--- config.mk ---
export PLATFORM = sky130hd
export DESIGN_NAME = utf8_case_folding_stream
export DESIGN_NICKNAME = d
export VERILOG_FILES = /design/src/ucf_pkg.sv /design/src/utf8_case_folding_stream.sv /design/src/ucf_front.sv /design/src/ucf_queue.sv /design/src/ucf_back.sv
export SDC_FILE = /design/constraint.sdc
export NUM_CORES = 1
export LEC_CHECK = 0
export BUFFER_PORTS_ARGS = -buffer_cell sky130_fd_sc_hd__buf_4
export CORE_UTILIZATION = 30
export CTS_CLUSTER_SIZE = 20
export DETAILED_ROUTE_END_ITERATION = 10
export GPL_ROUTABILITY_DRIVEN = 0
export PLACE_DENSITY = 0.54
export SYNTH_ARGS = -nofsm -noshare
export SYNTH_HDL_FRONTEND = slang
export SYNTH_SLANG_ARGS = --single-unit
--- constraint.sdc ---
create_clock -name aclk -period 6.6 [get_ports aclk]
set_clock_uncertainty 0.05 [all_clocks]
set_input_delay 0.99 -clock aclk [delete_from_list [all_inputs] [get_ports aclk]]
set_output_delay 0.99 -clock aclk [all_outputs]
set_load 0.03 [all_outputs]
--- src/ucf_pkg.sv ---
// shared types, constants and folding function of the utf-8 case folding stream
// no dependencies
package ucf_pkg;

    localparam int QUEUE_DEPTH = 2;
    localparam int QUEUE_PTR_W = (QUEUE_DEPTH > 1) ? $clog2(QUEUE_DEPTH) : 1;
    localparam int QUEUE_CNT_W = $clog2(QUEUE_DEPTH + 1);

    localparam logic [7:0] ASCII_LIMIT   = 8'h80;
    localparam logic [7:0] LEAD2_MIN     = 8'hC2;
    localparam logic [7:0] LEAD2_MAX     = 8'hDF;
    localparam logic [7:0] LEAD3_MIN     = 8'hE0;
    localparam logic [7:0] LEAD3_MAX     = 8'hEF;
    localparam logic [7:0] LEAD4_MIN     = 8'hF0;
    localparam logic [7:0] LEAD4_MAX     = 8'hF4;
    localparam logic [7:0] LEAD_E0       = 8'hE0;
    localparam logic [7:0] LEAD_ED       = 8'hED;
    localparam logic [7:0] LEAD_F0       = 8'hF0;
    localparam logic [7:0] LEAD_F4       = 8'hF4;
    localparam logic [7:0] CONT_MIN      = 8'h80;
    localparam logic [7:0] CONT_MAX      = 8'hBF;
    localparam logic [7:0] CONT_MIN_E0   = 8'hA0;
    localparam logic [7:0] CONT_MAX_ED   = 8'h9F;
    localparam logic [7:0] CONT_MIN_F0   = 8'h90;
    localparam logic [7:0] CONT_MAX_F4   = 8'h8F;
    localparam logic [7:0] CONT_MARK     = 8'h80;
    localparam logic [7:0] LEAD2_MARK    = 8'hC0;
    localparam logic [7:0] LEAD3_MARK    = 8'hE0;
    localparam logic [7:0] LEAD4_MARK    = 8'hF0;

    localparam logic [20:0] CP_UPPER_A   = 21'h000041;
    localparam logic [20:0] CP_UPPER_Z   = 21'h00005A;
    localparam logic [20:0] CP_LOWER_A   = 21'h000061;
    localparam logic [20:0] CP_LOWER_Z   = 21'h00007A;
    localparam logic [20:0] CP_CYR_UP_LO = 21'h000410;
    localparam logic [20:0] CP_CYR_UP_HI = 21'h00042F;
    localparam logic [20:0] CP_CYR_LO_LO = 21'h000430;
    localparam logic [20:0] CP_CYR_LO_HI = 21'h00044F;
    localparam logic [20:0] CP_YO_UPPER  = 21'h000401;
    localparam logic [20:0] CP_YO_LOWER  = 21'h000451;
    localparam logic [20:0] CASE_DELTA   = 21'h000020;

    localparam logic [2:0] SEQ_LEN_2 = 3'd2;
    localparam logic [2:0] SEQ_LEN_3 = 3'd3;
    localparam logic [2:0] SEQ_LEN_4 = 3'd4;

    typedef enum logic {
        FOLD_LOWER = 1'b0,
        FOLD_UPPER = 1'b1
    } fold_mode_t;

    // one group of output bytes caused by one input transaction
    typedef struct packed {
        logic [3:0][7:0] bytes;
        logic [3:0]      raw;
        logic [2:0]      count;
        logic            text_end;
    } run_t;

    function automatic logic [20:0] fold_cp(input logic [20:0] cp, input fold_mode_t mode);
        logic [20:0] res;
        res = cp;
        if (mode == FOLD_LOWER) begin
            if ((cp >= CP_UPPER_A && cp <= CP_UPPER_Z) ||
                (cp >= CP_CYR_UP_LO && cp <= CP_CYR_UP_HI)) begin
                res = cp + CASE_DELTA;
            end else if (cp == CP_YO_UPPER) begin
                res = CP_YO_LOWER;
            end
        end else begin
            if ((cp >= CP_LOWER_A && cp <= CP_LOWER_Z) ||
                (cp >= CP_CYR_LO_LO && cp <= CP_CYR_LO_HI)) begin
                res = cp - CASE_DELTA;
            end else if (cp == CP_YO_LOWER) begin
                res = CP_YO_UPPER;
            end
        end
        return res;
    endfunction

endpackage

--- src/utf8_case_folding_stream.sv ---
// top level of the utf-8 case folding stream
// depends on ucf_pkg, ucf_front, ucf_queue, ucf_back
//
// Takes one UTF-8 byte per transaction and, in the same cycle it is accepted, decodes it
// against the strict well-formed grammar and turns it into a run of zero to four output
// bytes (folded code point, or raw copies of a malformed or unfinished sequence). Runs go
// through a two-entry queue to a serialiser that sends one byte per cycle while m_ready is
// high, so the block sustains one input byte per cycle while each byte yields at most one
// output byte and m_ready stays high; the input stalls only once the queue is full. Each run
// is written to the queue when its input is accepted, then loaded from the queue head into
// the serialiser's current-run register before m_valid rises for it. fold_mode is set via
// cfg_we/cfg_wdata; the user must write it only while the block is idle (not enforced).
module utf8_case_folding_stream import ucf_pkg::*; (
    input  logic       aclk,
    input  logic       aresetn,
    input  logic       cfg_we,
    input  logic       cfg_wdata,
    input  logic       s_valid,
    output logic       s_ready,
    input  logic [7:0] s_in_byte,
    input  logic       s_in_text_end,
    output logic       m_valid,
    input  logic       m_ready,
    output logic [7:0] m_out_byte,
    output logic       m_raw_copy,
    output logic       m_run_last,
    output logic       m_text_last
);

    fold_mode_t fold_mode_reg;
    logic       push, q_full, q_pop, q_not_empty;
    run_t       push_run, q_head;

    always_ff @(posedge aclk) begin
        if (!aresetn) begin
            fold_mode_reg <= FOLD_LOWER;
        end else if (cfg_we) begin
            fold_mode_reg <= fold_mode_t'(cfg_wdata);
        end
    end

    assign s_ready = !q_full;

    ucf_front u_front (
        .aclk          (aclk),
        .aresetn       (aresetn),
        .fold_mode     (fold_mode_reg),
        .s_valid       (s_valid),
        .s_ready       (s_ready),
        .s_in_byte     (s_in_byte),
        .s_in_text_end (s_in_text_end),
        .push          (push),
        .push_run      (push_run)
    );

    ucf_queue u_queue (
        .aclk      (aclk),
        .aresetn   (aresetn),
        .push      (push),
        .push_run  (push_run),
        .full      (q_full),
        .pop       (q_pop),
        .not_empty (q_not_empty),
        .head_run  (q_head)
    );

    ucf_back u_back (
        .aclk        (aclk),
        .aresetn     (aresetn),
        .q_not_empty (q_not_empty),
        .q_head      (q_head),
        .q_pop       (q_pop),
        .m_valid     (m_valid),
        .m_ready     (m_ready),
        .m_out_byte  (m_out_byte),
        .m_raw_copy  (m_raw_copy),
        .m_run_last  (m_run_last),
        .m_text_last (m_text_last)
    );

endmodule

--- src/ucf_front.sv ---
// decoder front end: accepts bytes, tracks the open sequence, builds output runs
// depends on ucf_pkg
module ucf_front import ucf_pkg::*; (
    input  logic       aclk,
    input  logic       aresetn,
    input  fold_mode_t fold_mode,
    input  logic       s_valid,
    input  logic       s_ready,
    input  logic [7:0] s_in_byte,
    input  logic       s_in_text_end,
    output logic       push,
    output run_t       push_run
);

    logic [7:0]  pend_reg [3];
    logic [1:0]  cnt_reg, cnt_next;
    logic [2:0]  exp_reg, exp_next;
    logic [14:0] part_reg, part_next;

    logic        accept, open_seq, in_rng, complete, extend, fail_seq;
    logic        is_ascii, is_lead2, is_lead3, is_lead4, is_lead, include_b;
    logic [7:0]  lo, hi, bval, b;
    logic [1:0]  cnt_eff;
    logic [20:0] cp_full, folded, ascii_folded;
    run_t        run;

    always_comb begin
        b        = s_in_byte;
        accept   = s_valid && s_ready;
        open_seq = (cnt_reg != 2'd0);

        lo = CONT_MIN;
        hi = CONT_MAX;
        if (cnt_reg == 2'd1) begin
            case (pend_reg[0])
                LEAD_E0: lo = CONT_MIN_E0;
                LEAD_ED: hi = CONT_MAX_ED;
                LEAD_F0: lo = CONT_MIN_F0;
                LEAD_F4: hi = CONT_MAX_F4;
                default: ;
            endcase
        end
        in_rng = (b >= lo) && (b <= hi);

        is_ascii = (b < ASCII_LIMIT);
        is_lead2 = b inside {[LEAD2_MIN:LEAD2_MAX]};
        is_lead3 = b inside {[LEAD3_MIN:LEAD3_MAX]};
        is_lead4 = b inside {[LEAD4_MIN:LEAD4_MAX]};
        is_lead  = is_lead2 || is_lead3 || is_lead4;

        cp_full  = {part_reg, b[5:0]};
        complete = open_seq && in_rng && (({1'b0, cnt_reg} + 3'd1) >= exp_reg);
        extend   = open_seq && in_rng && !complete;
        fail_seq = open_seq && !in_rng;

        folded       = fold_cp(cp_full, fold_mode);
        ascii_folded = fold_cp({13'd0, b}, fold_mode);
        bval         = is_ascii ? ascii_folded[7:0] : b;
        cnt_eff      = (fail_seq || (extend && s_in_text_end)) ? cnt_reg : 2'd0;
        include_b    = extend ? s_in_text_end : (!is_lead || s_in_text_end);

        run          = '0;
        run.text_end = s_in_text_end;
        if (complete) begin
            run.count = exp_reg;
            case (exp_reg)
                SEQ_LEN_2: begin
                    run.bytes[0] = LEAD2_MARK | {3'd0, folded[10:6]};
                    run.bytes[1] = CONT_MARK | {2'd0, folded[5:0]};
                end
                SEQ_LEN_3: begin
                    run.bytes[0] = LEAD3_MARK | {4'd0, folded[15:12]};
                    run.bytes[1] = CONT_MARK | {2'd0, folded[11:6]};
                    run.bytes[2] = CONT_MARK | {2'd0, folded[5:0]};
                end
                default: begin
                    run.bytes[0] = LEAD4_MARK | {5'd0, folded[20:18]};
                    run.bytes[1] = CONT_MARK | {2'd0, folded[17:12]};
                    run.bytes[2] = CONT_MARK | {2'd0, folded[11:6]};
                    run.bytes[3] = CONT_MARK | {2'd0, folded[5:0]};
                end
            endcase
        end else begin
            for (int i = 0; i < 3; i++) begin
                if (2'(i) < cnt_eff) begin
                    run.bytes[i] = pend_reg[i];
                    run.raw[i]   = 1'b1;
                end else begin
                    run.bytes[i] = bval;
                    run.raw[i]   = !is_ascii;
                end
            end
            run.bytes[3] = bval;
            run.raw[3]   = !is_ascii;
            run.count    = {1'b0, cnt_eff} + {2'd0, include_b};
        end

        cnt_next  = cnt_reg;
        exp_next  = exp_reg;
        part_next = part_reg;
        if (accept) begin
            if (complete || (extend && s_in_text_end)) begin
                cnt_next  = 2'd0;
                exp_next  = 3'd0;
                part_next = '0;
            end else if (extend) begin
                cnt_next  = cnt_reg + 2'd1;
                part_next = cp_full[14:0];
            end else if (is_lead && !s_in_text_end) begin
                cnt_next = 2'd1;
                if (is_lead2) begin
                    exp_next  = SEQ_LEN_2;
                    part_next = {10'd0, b[4:0]};
                end else if (is_lead3) begin
                    exp_next  = SEQ_LEN_3;
                    part_next = {11'd0, b[3:0]};
                end else begin
                    exp_next  = SEQ_LEN_4;
                    part_next = {12'd0, b[2:0]};
                end
            end else begin
                cnt_next  = 2'd0;
                exp_next  = 3'd0;
                part_next = '0;
            end
        end
    end

    assign push     = accept && (run.count != 3'd0);
    assign push_run = run;

    always_ff @(posedge aclk) begin
        if (!aresetn) begin
            cnt_reg  <= 2'd0;
            exp_reg  <= 3'd0;
            part_reg <= '0;
        end else begin
            cnt_reg  <= cnt_next;
            exp_reg  <= exp_next;
            part_reg <= part_next;
        end
    end

    // buffered bytes of the open sequence
    always_ff @(posedge aclk) begin
        if (accept) begin
            if (extend && !s_in_text_end) begin
                pend_reg[cnt_reg] <= b;
            end else if (!open_seq || fail_seq) begin
                pend_reg[0] <= b;
            end
        end
    end

endmodule

--- src/ucf_queue.sv ---
// short run queue between the decoder front end and the output serialiser
// depends on ucf_pkg
module ucf_queue import ucf_pkg::*; (
    input  logic aclk,
    input  logic aresetn,
    input  logic push,
    input  run_t push_run,
    output logic full,
    input  logic pop,
    output logic not_empty,
    output run_t head_run
);

    run_t                   store_reg [QUEUE_DEPTH];
    logic [QUEUE_PTR_W-1:0] wr_ptr_reg, wr_ptr_next;
    logic [QUEUE_PTR_W-1:0] rd_ptr_reg, rd_ptr_next;
    logic [QUEUE_CNT_W-1:0] count_reg, count_next;
    logic                   do_push, do_pop;

    assign full      = (count_reg == QUEUE_CNT_W'(QUEUE_DEPTH));
    assign not_empty = (count_reg != '0);
    assign head_run  = store_reg[rd_ptr_reg];
    assign do_push   = push && !full;
    assign do_pop    = pop && not_empty;

    always_comb begin
        wr_ptr_next = wr_ptr_reg;
        rd_ptr_next = rd_ptr_reg;
        count_next  = count_reg;
        if (do_push) begin
            wr_ptr_next = (wr_ptr_reg == QUEUE_PTR_W'(QUEUE_DEPTH - 1)) ? '0
                                                                        : wr_ptr_reg + 1'b1;
        end
        if (do_pop) begin
            rd_ptr_next = (rd_ptr_reg == QUEUE_PTR_W'(QUEUE_DEPTH - 1)) ? '0
                                                                        : rd_ptr_reg + 1'b1;
        end
        case ({do_push, do_pop})
            2'b10:   count_next = count_reg + 1'b1;
            2'b01:   count_next = count_reg - 1'b1;
            default: count_next = count_reg;
        endcase
    end

    always_ff @(posedge aclk) begin
        if (!aresetn) begin
            wr_ptr_reg <= '0;
            rd_ptr_reg <= '0;
            count_reg  <= '0;
        end else begin
            wr_ptr_reg <= wr_ptr_next;
            rd_ptr_reg <= rd_ptr_next;
            count_reg  <= count_next;
        end
    end

    always_ff @(posedge aclk) begin
        if (do_push) begin
            store_reg[wr_ptr_reg] <= push_run;
        end
    end

    a_count_bound: assert property (@(posedge aclk) disable iff (!aresetn)
        count_reg <= QUEUE_CNT_W'(QUEUE_DEPTH))
        else $error("run queue count beyond depth");

    a_push_grows: assert property (@(posedge aclk) disable iff (!aresetn)
        (do_push && !do_pop) |=> (count_reg == $past(count_reg) + 1'b1))
        else $error("run queue lost a transaction");

    a_pushed_run_nonempty: assert property (@(posedge aclk) disable iff (!aresetn)
        do_push |-> (push_run.count != 3'd0 && push_run.count <= 3'd4))
        else $error("empty or oversized run queued");

endmodule

--- src/ucf_back.sv ---
// output serialiser: sends the bytes of each queued run, one per transaction
// depends on ucf_pkg
module ucf_back import ucf_pkg::*; (
    input  logic       aclk,
    input  logic       aresetn,
    input  logic       q_not_empty,
    input  run_t       q_head,
    output logic       q_pop,
    output logic       m_valid,
    input  logic       m_ready,
    output logic [7:0] m_out_byte,
    output logic       m_raw_copy,
    output logic       m_run_last,
    output logic       m_text_last
);

    run_t       cur_reg, cur_next;
    logic       cur_valid_reg, cur_valid_next;
    logic [1:0] idx_reg, idx_next;
    logic       last, advance;

    always_comb begin
        last    = (({1'b0, idx_reg} + 3'd1) == cur_reg.count);
        advance = !cur_valid_reg || (m_ready && last);
        q_pop   = advance && q_not_empty;

        cur_next       = cur_reg;
        cur_valid_next = cur_valid_reg;
        idx_next       = idx_reg;
        if (advance) begin
            cur_valid_next = q_not_empty;
            cur_next       = q_head;
            idx_next       = 2'd0;
        end else if (m_ready) begin
            idx_next = idx_reg + 2'd1;
        end
    end

    assign m_valid     = cur_valid_reg;
    assign m_out_byte  = cur_reg.bytes[idx_reg];
    assign m_raw_copy  = cur_reg.raw[idx_reg];
    assign m_run_last  = last;
    assign m_text_last = last && cur_reg.text_end;

    always_ff @(posedge aclk) begin
        if (!aresetn) begin
            cur_valid_reg <= 1'b0;
            idx_reg       <= 2'd0;
        end else begin
            cur_valid_reg <= cur_valid_next;
            idx_reg       <= idx_next;
        end
    end

    always_ff @(posedge aclk) begin
        cur_reg <= cur_next;
    end

    a_idx_in_run: assert property (@(posedge aclk) disable iff (!aresetn)
        cur_valid_reg |-> ({1'b0, idx_reg} < cur_reg.count))
        else $error("byte index past end of run");

    a_run_continues: assert property (@(posedge aclk) disable iff (!aresetn)
        (m_valid && m_ready && !m_run_last) |=> (cur_valid_reg && idx_reg == $past(idx_reg) + 2'd1))
        else $error("run cut short");

    a_pop_only_when_free: assert property (@(posedge aclk) disable iff (!aresetn)
        q_pop |-> (!cur_valid_reg || (m_ready && m_run_last)))
        else $error("run loaded over an unfinished one");

endmodule
# --- Yosys cells after proc, flatten, opt, wreduce, memory -nomap -nowiden ---
# Memory sizes are Yosys's and may differ from the RTL's. A register that Yosys moved wholly into a read port is not among the register bits.
# Cells that the tools add are included.
# Widths: inputs -> output; s select.
word_totals:
  n_memories: 2
  regBits: 28
  ramBits: 104
  word_cells: 173
classes:
  reduce_logical: 49
  n_lt_le_gt_ge: 26
  n_eq_ne: 14
  n_addsub: 13
  muxes: 59
  bitwise_logic: 1
memory_table:
  columns: ["name", "depth", "width", "rd", "rd_clocked_by_memory_dff", "wr", "line_no", "rtl"]
  rows:
  - ["u_queue.store_reg", 2, 40, 1, 1, 1, "ucf_queue.sv:14", "run_t store_reg [QUEUE_DEPTH];"]
  - ["u_front.pend_reg", 3, 8, 3, 0, 1, "ucf_front.sv:15", "logic [7:0] pend_reg [3];"]
op_table:
  columns: ["op", "count"]
  rows:
  - ["$mux 21", 5]
  - ["$mux 8", 10]
  - ["$mux 15", 4]
  - ["$eq 21x11->1 const B", 2]
  - ["$ge 21x11->1 const B", 2]
  - ["$ge 21x7->1 const B", 2]
  - ["$le 21x11->1 const B", 2]
  - ["$le 21x7->1 const B", 2]
  - ["$eq 8x8->1 const B", 4]
  - ["$mux 32", 1]
  - ["$pmux 14 s2", 1]
  - ["$ge 8x8->1 const B", 3]
  - ["$le 8x8->1 const B", 3]
  - ["$logic_and 1x1->1", 24]
  - ["$pmux 6 s2", 2]
  - ["$add 21x6->21 const B", 1]
  - ["$sub 21x6->21 const B", 1]
  - ["$mux 1", 18]
  - ["$mux 3", 6]
  - ["$bmux 8 s2", 1]
  - ["$ge 8x7->1 const B", 2]
  - ["$le 8x7->1 const B", 2]
  - ["$pmux 8 s2", 1]
  - ["$mux 6", 2]
  - ["other kinds (31)", 61]

# --- Depth between registers and ports, before layout ---
# Gate-level depths: netlist (run 1).
# An unclocked memory read counts as a cell.
depth:
  word_depth: 20
  depth_mapped: 23

# --- Hierarchy ---
# From an unflattened synthesis (run 1), not the netlist that was laid out.
hier_totals:
  hier_cells: 652
  area_unflattened_um2: 8354.3
modules_own_cells:
  columns: ["mod", "area_each_um2", "instances", "seq_area_each_um2", "cells_per_inst"]
  rows:
  - ["ucf_front", 3593.4, 1, 1121.1, 426]
  - ["ucf_queue", 3111.7, 1, 2502.4, 150]
  - ["ucf_back", 1609.0, 1, 1261.2, 72]
  - ["utf8_case_folding_stream", 40.0, 1, 20.0, 4]

# --- Worst setup path after synthesis (run 1) ---
# Ideal clock, no wire load.
synth_timing:
  path_kind: "register to register"
  from: "register u_front.cnt_reg[1]"
  to: "memory u_queue.store_reg[0][0] (netlist name), enable pin"
  arrival_ns: 5.459
  t_required_ns: 6.111
  stages_incl_launch_ff: 21
  synth_period_minus_slack_ns: 5.948
  slack_ns: 0.652
  setup_time_ns: 0.439
  cell_sequence: "dfxtp_1 inv_1 ha_1 nor2b_1 nand4_1 nand2b_1 or3_1 ha_1 nor2b_1 a311oi_2 nor4_4 nand2_1 nor2_1 buf_2 nor3_1 ha_1 ha_1 nor2_1 mux2i_1 o21ai_4 nor2_1"
synth_between:
  elab_chain_cells: 18
synth_lines:
  columns: ["item", "line_no", "rtl"]
  rows:
  - ["start: declaration", "ucf_front.sv:16", "logic [1:0] cnt_reg, cnt_next;"]
  - ["start signal: assignment", "ucf_front.sv:138", "cnt_reg <= cnt_next;"]
  - ["$eq 2x1->1", "ucf_front.sv:34", "if (cnt_reg == 2'd1) begin"]
  - ["$mux 6", "ucf_front.sv:34", null]
  - ["$ge 8x8->1 / $le 8x8->1 (equally long branches)", "ucf_front.sv:43", "in_rng = (b >= lo) && (b <= hi);"]
  - ["$logic_and 1x1->1", "ucf_front.sv:43", null]
  - ["$logic_and 1x1->1", "ucf_front.sv:52, ucf_front.sv:53", null]
  - ["$logic_and 1x1->1", "ucf_front.sv:52", "complete = open_seq && in_rng && (({1'b0, cnt_reg} + 3'd1) >= exp_reg);"]
  - ["$logic_not 1->1", "ucf_front.sv:53", "extend = open_seq && in_rng && !complete;"]
  - ["$logic_and 1x1->1", "ucf_front.sv:53", null]
  - ["(+2 left out)", null, null]
  - ["$mux 2", "ucf_front.sv:59", "cnt_eff = (fail_seq || (extend && s_in_text_end)) ? cnt_reg : 2'd0;"]
  - ["$add 2x1->3", "ucf_front.sv:95", "run.count = {1'b0, cnt_eff} + {2'd0, include_b};"]
  - ["$mux 3 *", "ucf_front.sv:64", "if (complete) begin"]
  - ["$reduce_bool 3->1 *", "ucf_front.sv:129", "assign push = accept && (run.count != 3'd0);"]
  - ["$logic_and 1x1->1 *", "ucf_front.sv:129", null]
  - ["$logic_and 1x1->1 *", "ucf_queue.sv:23", "assign do_push = push && !full;"]
  - ["$mux 1 *", "ucf_queue.sv:58", "if (do_push) begin"]
  - ["$mux 1 (implied by the code) *", "ucf_queue.sv:59", "store_reg[wr_ptr_reg] <= push_run;"]
  - ["end: declaration", "ucf_queue.sv:14", null]
# Mark *: on every way between the ends. The rest lies on a longest branch, timed or not.

# --- Final worst setup path (run 1) ---
layout_timing:
  from: "register u_front.cnt_reg[1]"
  to: "register u_queue.count_reg[1]"
layout_between:
  elab_chain_cells: 18
layout_lines:
  columns: ["item", "line_no", "rtl"]
  rows:
  - ["$eq 2x1->1", "ucf_front.sv:34", null]
  - ["$mux 6", "ucf_front.sv:34", null]
  - ["$ge 8x8->1 / $le 8x8->1 (equally long branches)", "ucf_front.sv:43", null]
  - ["$logic_and 1x1->1", "ucf_front.sv:43", null]
  - ["$logic_and 1x1->1", "ucf_front.sv:52, ucf_front.sv:53", null]
  - ["$logic_and 1x1->1", "ucf_front.sv:52", null]
  - ["$logic_not 1->1", "ucf_front.sv:53", null]
  - ["$logic_and 1x1->1", "ucf_front.sv:53", null]
  - ["(+2 left out)", null, null]
  - ["$mux 2", "ucf_front.sv:59", null]
  - ["$add 2x1->3", "ucf_front.sv:95", null]
  - ["$mux 3 *", "ucf_front.sv:64", null]
  - ["$reduce_bool 3->1 *", "ucf_front.sv:129", null]
  - ["$logic_and 1x1->1 *", "ucf_front.sv:129", null]
  - ["$logic_and 1x1->1 *", "ucf_queue.sv:23", null]
  - ["$eq 2x1->1 / $eq 2x2->1 (equally long branches)", "ucf_queue.sv:38", "case ({do_push, do_pop})"]
  - ["$pmux 2 s2 / $reduce_bool 2->1 (equally long branches)", null, null]
  - ["end signal: assignment", "ucf_queue.sv:53", "count_reg <= count_next;"]
  - ["end: declaration", "ucf_queue.sv:17", "logic [QUEUE_CNT_W-1:0] count_reg, count_next;"]
# Marked as above.
# A chain may end at the register's enable or synchronous reset.

==> qor.txt, run 1 <==
Status: finished, final reports clean
Syn Nets: 692
Ranking of synthesized cells by area: edfxtp_1 52%, dfxtp_1 6.8%, mux2_2 5.9%
Vias in the first global route: 5,250
CTS buffer count: 17
Clk sinks: 172
Simple-gate share of the synthesized area: 0.132
CTS clk-pin slew, worst paths: 0.07 ns
CTS tree: done
Worst Path Max Fanout: 15
Flop pwr share: 0.494
Unrepaired setup endpoints after global routing: false
Most common cell after layout, fill and taps aside: edfxtp_1
Reg2reg setup slack: 1.59 ns
Final setup vio count: 0
Area leader, netlist: edfxtp_1
Worst-Skew Late Latency: 0.43 ns
Final Slew Violations: 0
Post-DP HPWL: 13,600 um
Multi-input combinational cell area: 3170 um2
Antenna-violating nets left: 0
Post-route DRC: 0
Worst slew pin tran: 1.05 ns
Largest register FFs: 80
DRT iter0 DRCs: 520
Number of flops mapped to enable cells by yosys: 144
Die Area: 28,200 um2
Antenna diodes: 0
Leakage power: 3.16 nW
Worst min-delay path class: register to register
Die X: 168 um
Mux contribution to synthesized area: 0.0947
FILL cells: 2,583
DR vias/cell: 5.21
Worst relative slew slack: 0.298
Gate count of the mapped netlist: 656
Crit path kind: register to register
Adder-cell area share of the yosys netlist: 0.0318
Final #Nets: 712
Gr usage total: 0.146
Cts hold-fix bufs: 0
Switching Share: 0.284
Clock power frac: 0.310
First-pass GRT wire length: 31,200 um
Yosys cell types: 70
Register Area: 4890 um2
CP Capture Type: register
Max Cap Viol: 0
Root Buffer: clkbuf_16
Row count: 60
Initial core utilization: 0.306
Synth warnings: 0
First-pass DRT Iterations: 5
DR vias: 5,366
Max Fclk: 200 MHz
Mean Syn Cell Area: 12.6 um2
Sequential share of the synthesized area: 0.592
Synth Area in XOR/XNOR: 0.0106
Most frequent cells in the layout: 144 x edfxtp_1, 58 x nand2_1, 43 x mux2_2, 35 x nor2_1, 35 x buf_4
Minimum clock period: 5.01 ns
Cell Count, Final, Fillers Out: 1,030
Initial antenna violation count: 0
Top cell type's share of synthesized area: 0.524
Final core utilization: 0.348
Main combinational cell family by area after synthesis: simple AND/OR/NAND/NOR gates
Comb pwr share: 0.197
Setup bufs post-CTS: 0
Int Power: 2.23 mW
#FFs+latches synth: 172
Die H: 168 um
Total Neg Setup Slack: 0 ns
Startpoint types: register
Asr flop ratio synth: 0
Commonest register cell after synthesis: edfxtp_1
Cell count after placement: 998
I/O pin cnt: 28
Tcrit/Tclk final: 0.759
Final Hold Vio Count: 0
Mapped cell area: 8260 um2
Critical path data required time: 6.90 ns
Routed wire length per instance: 19.1 um
Critical Path AT: 5.31 ns
Wirelength, routed: 19,700 um
CTS max path bufs: 2
Hold_ws: 0.451 ns
Share of layout cells above drive strength 1: 0.202
Core ar.: 27,000 um2
# H-tree levels: 4
Layout area overhead: 13.7%
P_sw: 885 uW
Post-CTS resize count: 0
Grt ovf: 0
Pwr/cell area: 332 nW/um2
Max VDD drop: 175 uV
Port-buffer cells: 27
Largest net degree at the start of global routing: 42
Synth Area in Compound Gates: 0.112
## path summary, 6_finish.rpt
check | from | endpoint | cells past startpoint
max | u_front.cnt_reg[1] | u_queue.count_reg[1] | 20
min | u_front.part_reg[14] | u_front.part_reg[14] | 2
max reg2reg | u_front.cnt_reg[1] | u_queue.count_reg[1] | 20
min reg2reg | u_front.part_reg[14] | u_front.part_reg[14] | 2
## worst max-delay path, cell delays in order, from the launching register on
cell and delay [ns]:
dfxtp_1 0.34, inv_1 0.18, ha_1 0.18, nor2b_1 0.15, nand4_1 0.14, nand2b_1 0.20
or3_1 0.32, ha_1 0.30, nor2b_1 0.15, a311oi_2 0.35, or3_1 0.21, nor2_1 0.08
or3_1 0.38, inv_2 0.27, ha_1 0.30, nor2_1 0.11, mux2i_1 0.11, o21ai_4 0.27
ha_1 0.30, or3_1 0.38, a21boi_0 0.15
## cell type report
cell class              instances  share of cell area
repair buffers                 35              0.0280
clock inverters                14              0.0145
well taps                     341              0.0454
multi-input cells             428               0.337
clock buffers                  18              0.0457
flip-flops and latches        172               0.520
inverters                      22             0.00879
## Yosys cell counts, types with 10 or more instances
cell and number:
nand2_1 58, and2_1 16, clkbuf_1 21, nor3_1 10, mux2_2 43, o21ai_0 23
dfxtp_1 28, nor2_1 37, ha_1 21, a21oi_1 17, edfxtp_1 144, nand3_1 23
inv_1 21
## power by group through the flow
| stage | registers, mW | logic, mW | clock network, mW |
|---|---|---|---|
| global placement | 1.56 | 0.615 | 0 |
| floorplan | 1.52 | 0.458 | 0 |
| detailed placement | 1.57 | 0.620 | 0 |
| finish | 1.54 | 0.612 | 0.965 |
| global route | 1.57 | 0.669 | 1.02 |
| CTS | 1.54 | 0.622 | 0.981 |
## per-layer routing
| metal | vias to the layer above | GRT usage | wire, um |
|---|---|---|---|
| met5 | - | 0 | 0 |
| met3 | 32 | 0.0313 | 1020 |
| li1 | 2547 | - | - |
| met4 | 0 | 0.0570 | 537 |
| met2 | 154 | 0.224 | 9010 |
| met1 | 2633 | 0.200 | 9140 |
## cell families (layout without fill, tap and decap cells)
kind of cell / after synthesis / in the layout
flops: 172 / 172
simple gates: 206 / 206
buf+inv: 56 / 89
xor+xnor: 10 / 10
fa+ha+maj: 21 / 21
compound gates: 130 / 130
mux: 61 / 61
## metrics by stage
| step | worst slack, ns | total power, mW | instance area (um2) |
|---|---|---|---|
| after floorplan | 0.652 | 1.97 | 8260 |
| after global placement | 1.75 | 2.18 | 8820 |
| after detailed placement | 1.61 | 2.19 | 8820 |
| after CTS | 1.60 | 3.15 | 9390 |
| after global routing | 1.23 | 3.26 | 9390 |
| final | 1.59 | 3.12 | 9390 |
(Power assumes the default switching activity.)
==> run 2, diff against run 1 <==
--- a/config.mk
+++ b/config.mk
@@ -10,7 +10,7 @@
 export CTS_CLUSTER_SIZE = 20
 export DETAILED_ROUTE_END_ITERATION = 10
 export GPL_ROUTABILITY_DRIVEN = 0
-export PLACE_DENSITY = 0.54
+export PLACE_DENSITY = 0.56
 export SYNTH_ARGS = -nofsm -noshare
 export SYNTH_HDL_FRONTEND = slang
 export SYNTH_SLANG_ARGS = --single-unit
==> constraint.sdc (replaced) <==
create_clock -name aclk -period 4.2 [get_ports aclk]
set_clock_uncertainty 0.05 [all_clocks]
set_input_delay 0.63 -clock aclk [delete_from_list [all_inputs] [get_ports aclk]]
set_output_delay 0.63 -clock aclk [all_outputs]
set_load 0.03 [all_outputs]
==> run 2 against run 1 <==
Register-to-register slack got worse by 1.5 ns. Largest cell class unchanged. Sequential cell count unchanged. Critical endpoint is now u_queue.store_reg[1][32]. Cell count is 3.6% higher.
==> qor.txt, run 2 (synthesis gave the netlist of run 1 again) <==
Status: finished, final reports clean
Initial antenna violation count: 0 (unchanged)
Tcrit/Tclk final: 0.977 (+0.218)
Gr usage total: 0.149 (+0.00357)
Int Power: 3.72 mW (+67%)
Layout area overhead: 20.5%
Final Hold Vio Count: 0 (unchanged)
Port-buffer cells: 27 (unchanged)
Final setup vio count: 0 (unchanged)
P_sw: 1.44 mW (+62%)
DR vias/cell: 5.24 (+0.63%)
Root Buffer: clkbuf_16
Minimum clock period: 4.10 ns (-0.905 ns)
Cts hold-fix bufs: 0 (unchanged)
GR peak layer: met2
Antenna-violating nets left: 0 (unchanged)
Max Cap Viol: 0 (unchanged)
Hold_ws: 0.413 ns (-0.0383 ns)
Crit-path cells: inv_2, ha_1, nor2b_1, nand4_1, nand2b_4, or3_4, ha_4, nor2b_4, a311oi_2, buf_4, nor4_4, nand2_2, nor2_4, nor3_2, ha_2, ha_4, nor2_4, mux2i_2, o21ai_4, buf_6, nor2_4, buf_4, buf_4
Worst min-delay path class: input port to register
Worst relative slew slack: 0.305 (+0.00714)
Critical Path AT: 4.20 ns (-1.11 ns)
Row count: 60 (unchanged)
Routed wire length per instance: 19.5 um (+2.0%)
Most frequent cells in the layout: 144 x edfxtp_1, 63 x buf_4, 57 x nand2_1, 43 x mux2_2, 32 x nor2_1
Worst path bufs/invs: 5 (+3)
Die H: 168 um (unchanged)
Final core utilization: 0.369 (+0.0208)
Comb pwr share: 0.216 (+0.019)
Slowest stage delay, CP: 0.34 ns (-0.04 ns)
Clock power frac: 0.316 (+0.006)
Antenna diodes: 0 (unchanged)
Share of layout cells above drive strength 1: 0.266 (+0.0641)
Grt met3 use: 0.0350 (+0.00376)
Max VDD drop: 262 uV (+49%)
Die X: 168 um (unchanged)
Cell count after placement: 1,026 (+2.8%)
Total Neg Setup Slack: 0 ns (unchanged)
Initial core utilization: 0.306 (unchanged)
Family with the most delay on the worst path: simple AND/OR/NAND/NOR gates
First-pass GRT wire length: 31,600 um (+1.4%)
Vias in the first global route: 5,306 (+1.1%)
Cell Count, Final, Fillers Out: 1,067 (+3.6%)
M1 GR Usage: 0.198 (-0.00245)
Flop pwr share: 0.467 (-0.027)
Met2 usage: 0.239 (+0.0152)
Worst-Skew Late Latency: 0.43 ns (about the same)
Grt ovf: 0 (unchanged)
First-pass DRT Iterations: 5 (unchanged)
Final #Nets: 750 (+5.3%)
Pwr/cell area: 519 nW/um2 (+56%)
Wirelength, routed: 20,800 um (+5.6%)
Clk sinks: 172 (unchanged)
Crit-path slowest cell: or3_4
DR vias: 5,594 (+4.2%)
# H-tree levels: 4 (unchanged)
CTS max path bufs: 2 (unchanged)
DRT iter0 DRCs: 513 (-1.3%)
Startpoint types: register
Core ar.: 27,000 um2 (unchanged)
Most common cell after layout, fill and taps aside: edfxtp_1
Final Slew Violations: 0 (unchanged)
Post-route DRC: 0 (unchanged)
Unrepaired setup endpoints after global routing: true
Max Fclk: 244 MHz (+22%)
Worst Path Max Fanout: 5 (-10)
I/O pin cnt: 28 (unchanged)
Switching Share: 0.278 (-0.00594)
Critical path data required time: 4.29 ns (-2.61 ns)
Post-DP HPWL: 14,200 um (+4.3%)
Largest register FFs: 80 (unchanged)
CTS clk-pin slew, worst paths: 0.07 ns (about the same)
Crit path kind: register to register
Die Area: 28,200 um2 (unchanged)
Worst slew pin tran: 1.04 ns (-0.0107 ns)
Leakage power: 3.42 nW (+8.4%)
Largest net degree at the start of global routing: 42 (unchanged)
CTS tree: done
CP Capture Type: register
CTS buffer count: 17 (unchanged)
==> run 2: path summary, 6_finish.rpt <==
kind / to / cells past startpoint / slack [ns] / start
max: u_queue.store_reg[1][32] / 23 / 0.1 / u_front.cnt_reg[1]
max reg2reg: u_queue.store_reg[1][32] / 23 / 0.1 / u_front.cnt_reg[1]
min: fold_mode_reg / 3 / 0.41 / cfg_wdata
min reg2reg: u_front.exp_reg[2] / 2 / 0.45 / u_front.exp_reg[2]
==> run 2: power by group through the flow <==
stage                     registers (mW)  logic, mW  clock network (mW)
final                               2.41       1.12                1.63
after global routing                2.45       1.20                1.73
after CTS                           2.42       1.04                1.66
after detailed placement            2.45       1.04                   0
after global placement              2.44       1.03                   0
after floorplan                     2.38      0.728                   0
==> run 2: metrics by stage <==
step                      power [mW]  area, um2  setup slack, ns
after floorplan                 3.11       8320           -0.292
after global placement          3.47       9100           0.0620
after detailed placement        3.49       9100           -0.105
after CTS                       5.12       9720           0.0171
after global routing            5.38       9950          -0.0408
final                           5.16       9950           0.0973
==> run 2: layout make-up <==
type                       count  area [um2]
multi-input combinational    428        3270
sequential                   172        4890
clock buffer                  18         429
inverter                      22        82.6
tap                          341         427
clock inverter                13         181
fill                        2566       17000
timing repair buffer          73         676
==> run 2: worst reg2reg max path: cells and delay by family (launching register included) <==
family | cells | cell delay (ns)
fa+ha+maj | 4 | 0.86
mux | 1 | 0.21
flops | 1 | 0.33
compound gates | 2 | 0.14
simple gates | 11 | 1.55
buf+inv | 5 | 0.68
==> run 2: routing by layer <==
| layer | part of all wire | routed length (um) |
|---|---|---|
| met5 | 0 | 0 |
| met2 | 0.48 | 10000 |
| met4 | 0.020 | 416 |
| met1 | 0.44 | 9210 |
| met3 | 0.055 | 1140 |
==> run 2: what timing repair did <==
item                       4_1_cts  5_1_grt
gates cloned                     0        5
gates resized for setup          3       10
setup endpoints to repair       64       81
pin swaps                        1        7
buffers inserted                 0        5
==> run 3, diff against run 2 <==
--- a/config.mk
+++ b/config.mk
@@ -10,7 +10,7 @@
 export CTS_CLUSTER_SIZE = 20
 export DETAILED_ROUTE_END_ITERATION = 10
 export GPL_ROUTABILITY_DRIVEN = 0
-export PLACE_DENSITY = 0.56
+export PLACE_DENSITY = 0.54
 export SYNTH_ARGS = -nofsm -noshare
 export SYNTH_HDL_FRONTEND = slang
 export SYNTH_SLANG_ARGS = --single-unit
==> constraint.sdc (replaced) <==
create_clock -name aclk -period 3.95 [get_ports aclk]
set_clock_uncertainty 0.05 [all_clocks]
set_input_delay 0.5925 -clock aclk [delete_from_list [all_inputs] [get_ports aclk]]
set_output_delay 0.5925 -clock aclk [all_outputs]
set_load 0.03 [all_outputs]
==> run 3 against run 2 <==
The flow now finishes with violations (setup timing). Clock power about the same. Maximum frequency up 3.0%. Global-route usage up 0.70 points. Cell area up 2.9%. Utilization up 1.1 points. Setup slack worse by 0.13 ns. Sequential power up 6%. First-iteration DRC count down 34%. Critical path type unchanged. Register-to-register slack worse by 0.13 ns. Cell count up 3.0%.
==> qor.txt, run 3 (synthesis gave the netlist of run 1 again) <==
First-pass DRT Iterations: 5 (unchanged)
Post-DP HPWL: 15,000 um (+5.7%)
Minimum clock period: 3.98 ns (-0.120 ns)
Grt ovf: 0 (unchanged)
Failing checks: setup timing
Layout area overhead: 23.9%
Root Buffer: clkbuf_16
CP Capture Type: register
Crit-path cells: inv_2, ha_4, nor2b_4, nand4_1, nand2b_4, or3_4, ha_4, nor2b_4, a311oi_4, or3_4, nor2_4, nor3_2, ha_2, ha_4, nor2_4, mux2i_2, o21ai_4, buf_6, nor2_4, buf_12, buf_12
Antenna diodes: 0 (unchanged)
Total Neg Setup Slack: -0.985 ns (-0.985 ns)
Worst min-delay path class: input port to register
Antenna-violating nets left: 0 (unchanged)
Max VDD drop: 276 uV (+5.4%)
DR vias/cell: 5.12 (-2.3%)
Unrepaired setup endpoints after global routing: true
Core ar.: 27,000 um2 (unchanged)
Status: complete, but fails checks
Critical path data required time: 4.04 ns (-0.25 ns)
Row count: 60 (unchanged)
Initial core utilization: 0.306 (unchanged)
Die Area: 28,200 um2 (unchanged)
Die X: 168 um (unchanged)
Dpl ws: -0.356 ns (-0.251 ns)
# H-tree levels: 4 (unchanged)
Wirelength, routed: 21,400 um (+2.6%)
Worst-Skew Late Latency: 0.43 ns (about the same)
Port-buffer cells: 27 (unchanged)
FILL cells: 2,524 (-1.6%)
Die H: 168 um (unchanged)
Final worst slack: -0.0328 ns (-0.130 ns)
CTS tree: done
Leakage power: 3.57 nW (+4.2%)
Worst path bufs/invs: 4 (-1)
Final setup vio count: 55 (+55)
CTS buffer count: 17 (unchanged)
Vias in the first global route: 5,633 (+6.2%)
Pwr/cell area: 536 nW/um2 (+3.4%)
DRT iter0 DRCs: 339 (-34%)
Routed wire length per instance: 19.4 um (-0.36%)
Cts hold-fix bufs: 0 (unchanged)
Family with the most delay on the worst path: simple AND/OR/NAND/NOR gates
Clk sinks: 172 (unchanged)
Share of layout cells above drive strength 1: 0.303 (+0.0376)
Crit path kind: register to register
CTS max path bufs: 2 (unchanged)
DR vias: 5,632 (+0.68%)
Post-route DRC: 0 (unchanged)
Crit-path slowest cell: or3_4
Final Slew Violations: 0 (unchanged)
Worst slew pin tran: 1.04 ns (-0.00533 ns)
Final core utilization: 0.380 (+0.0106)
Critical Path AT: 4.07 ns (-0.13 ns)
Final #Nets: 781 (+4.1%)
Initial antenna violation count: 0 (unchanged)
Worst Path Max Fanout: 17 (+12)
Startpoint types: register
Gr usage total: 0.156 (+0.00700)
I/O pin cnt: 28 (unchanged)
Worst relative slew slack: 0.308 (+0.00356)
CTS clk-pin slew, worst paths: 0.07 ns (about the same)
Max Fclk: 251 MHz (+3.0%)
Most frequent cells in the layout: 144 x edfxtp_1, 89 x buf_4, 57 x nand2_1, 43 x mux2_2, 32 x nor2_1
Final Hold Vio Count: 0 (unchanged)
Largest register FFs: 80 (unchanged)
Tcrit/Tclk final: 1.01 (+0.0315)
First-pass GRT wire length: 33,200 um (+5.0%)
Most common cell after layout, fill and taps aside: edfxtp_1
Slowest stage delay, CP: 0.37 ns (+0.03 ns)
Largest net degree at the start of global routing: 42 (unchanged)
Max Cap Viol: 0 (unchanged)
==> run 3: changes by cell type in the layout (fill, tap and decap cells not counted), moves of 2 or more <==
| cell | before | now |
|---|---|---|
| buf_8 | 0 | 2 |
| buf_16 | 0 | 3 |
| buf_6 | 2 | 6 |
| clkbuf_16 | 21 | 18 |
| bufinv_16 | 3 | 0 |
| inv_8 | 2 | 4 |
| clkinv_8 | 0 | 3 |
| inv_6 | 5 | 3 |
| buf_4 | 63 | 89 |
==> run 3: worst reg2reg max path, stage by stage, from the launching register on <==
cell and delay (ns):
dfxtp_2 0.33, inv_2 0.07, ha_4 0.11, nor2b_4 0.12, nand4_1 0.11, nand2b_4 0.17
or3_4 0.34, ha_4 0.29, nor2b_4 0.15, a311oi_4 0.05, or3_4 0.37, nor2_4 0.12
nor3_2 0.05, ha_2 0.19, ha_4 0.28, nor2_4 0.04, mux2i_2 0.19, o21ai_4 0.09
buf_6 0.17, nor2_4 0.09, buf_12 0.14, buf_12 0.16
==> run 3: metal layers <==
| metal | vias to the layer above | wire (um) | share of wire | GRT usage |
|---|---|---|---|---|
| li1 | 2692 | - | - | - |
| met1 | 2778 | 9910 | 0.46 | 0.212 |
| met2 | 143 | 10400 | 0.49 | 0.257 |
| met3 | 19 | 768 | 0.036 | 0.0280 |
| met4 | 0 | 240 | 0.011 | 0.0419 |
| met5 | - | 0 | 0 | 0 |
==> run 3: what timing repair did <==
action,4_1_cts,5_1_grt
setup endpoints to repair,85,97
pin swaps,7,3
gates resized for setup,27,4
setup buffers,4,2
gates cloned,3,3
==> run 3: worst paths after layout <==
check | start | endpoint | slack [ns] | depth (start not counted)
setup / recovery | u_front.cnt_reg[1] | u_queue.store_reg[1][35] | -0.03 | 21
setup reg to reg | u_front.cnt_reg[1] | u_queue.store_reg[1][35] | -0.03 | 21
hold / removal | m_ready | u_back.idx_reg[0] | 0.38 | 3
hold reg to reg | u_front.part_reg[14] | u_front.part_reg[14] | 0.46 | 2
==> run 3: layout make-up <==
type	count	area [um2]	area share
flip-flops and latches	172	4890	0.478
multi-input cells	428	3310	0.323
repair buffers	104	933	0.0912
well taps	341	427	0.0417
clock buffers	17	425	0.0416
clock inverters	15	169	0.0165
inverters	22	85.1	0.00831
==> run 3: report_power, final <==
part           switching (mW)  internal (mW)
Sequential              0.149           2.41
Combinational           0.675          0.594
Clock                   0.804          0.853
Total                    1.63           3.86
==> run 3: per-stage QoR <==
step | area (um2) | std cells | hold WS (ns) | power [mW]
floorplan | 8320 | 656 | 0.403 | 3.30
global placement | 9330 | 1056 | 0.436 | 3.73
detailed placement | 9330 | 1056 | 0.451 | 3.76
CTS | 10100 | 1094 | 0.368 | 5.53
global route | 10200 | 1099 | 0.380 | 5.73
finish | 10200 | 1099 | 0.385 | 5.49
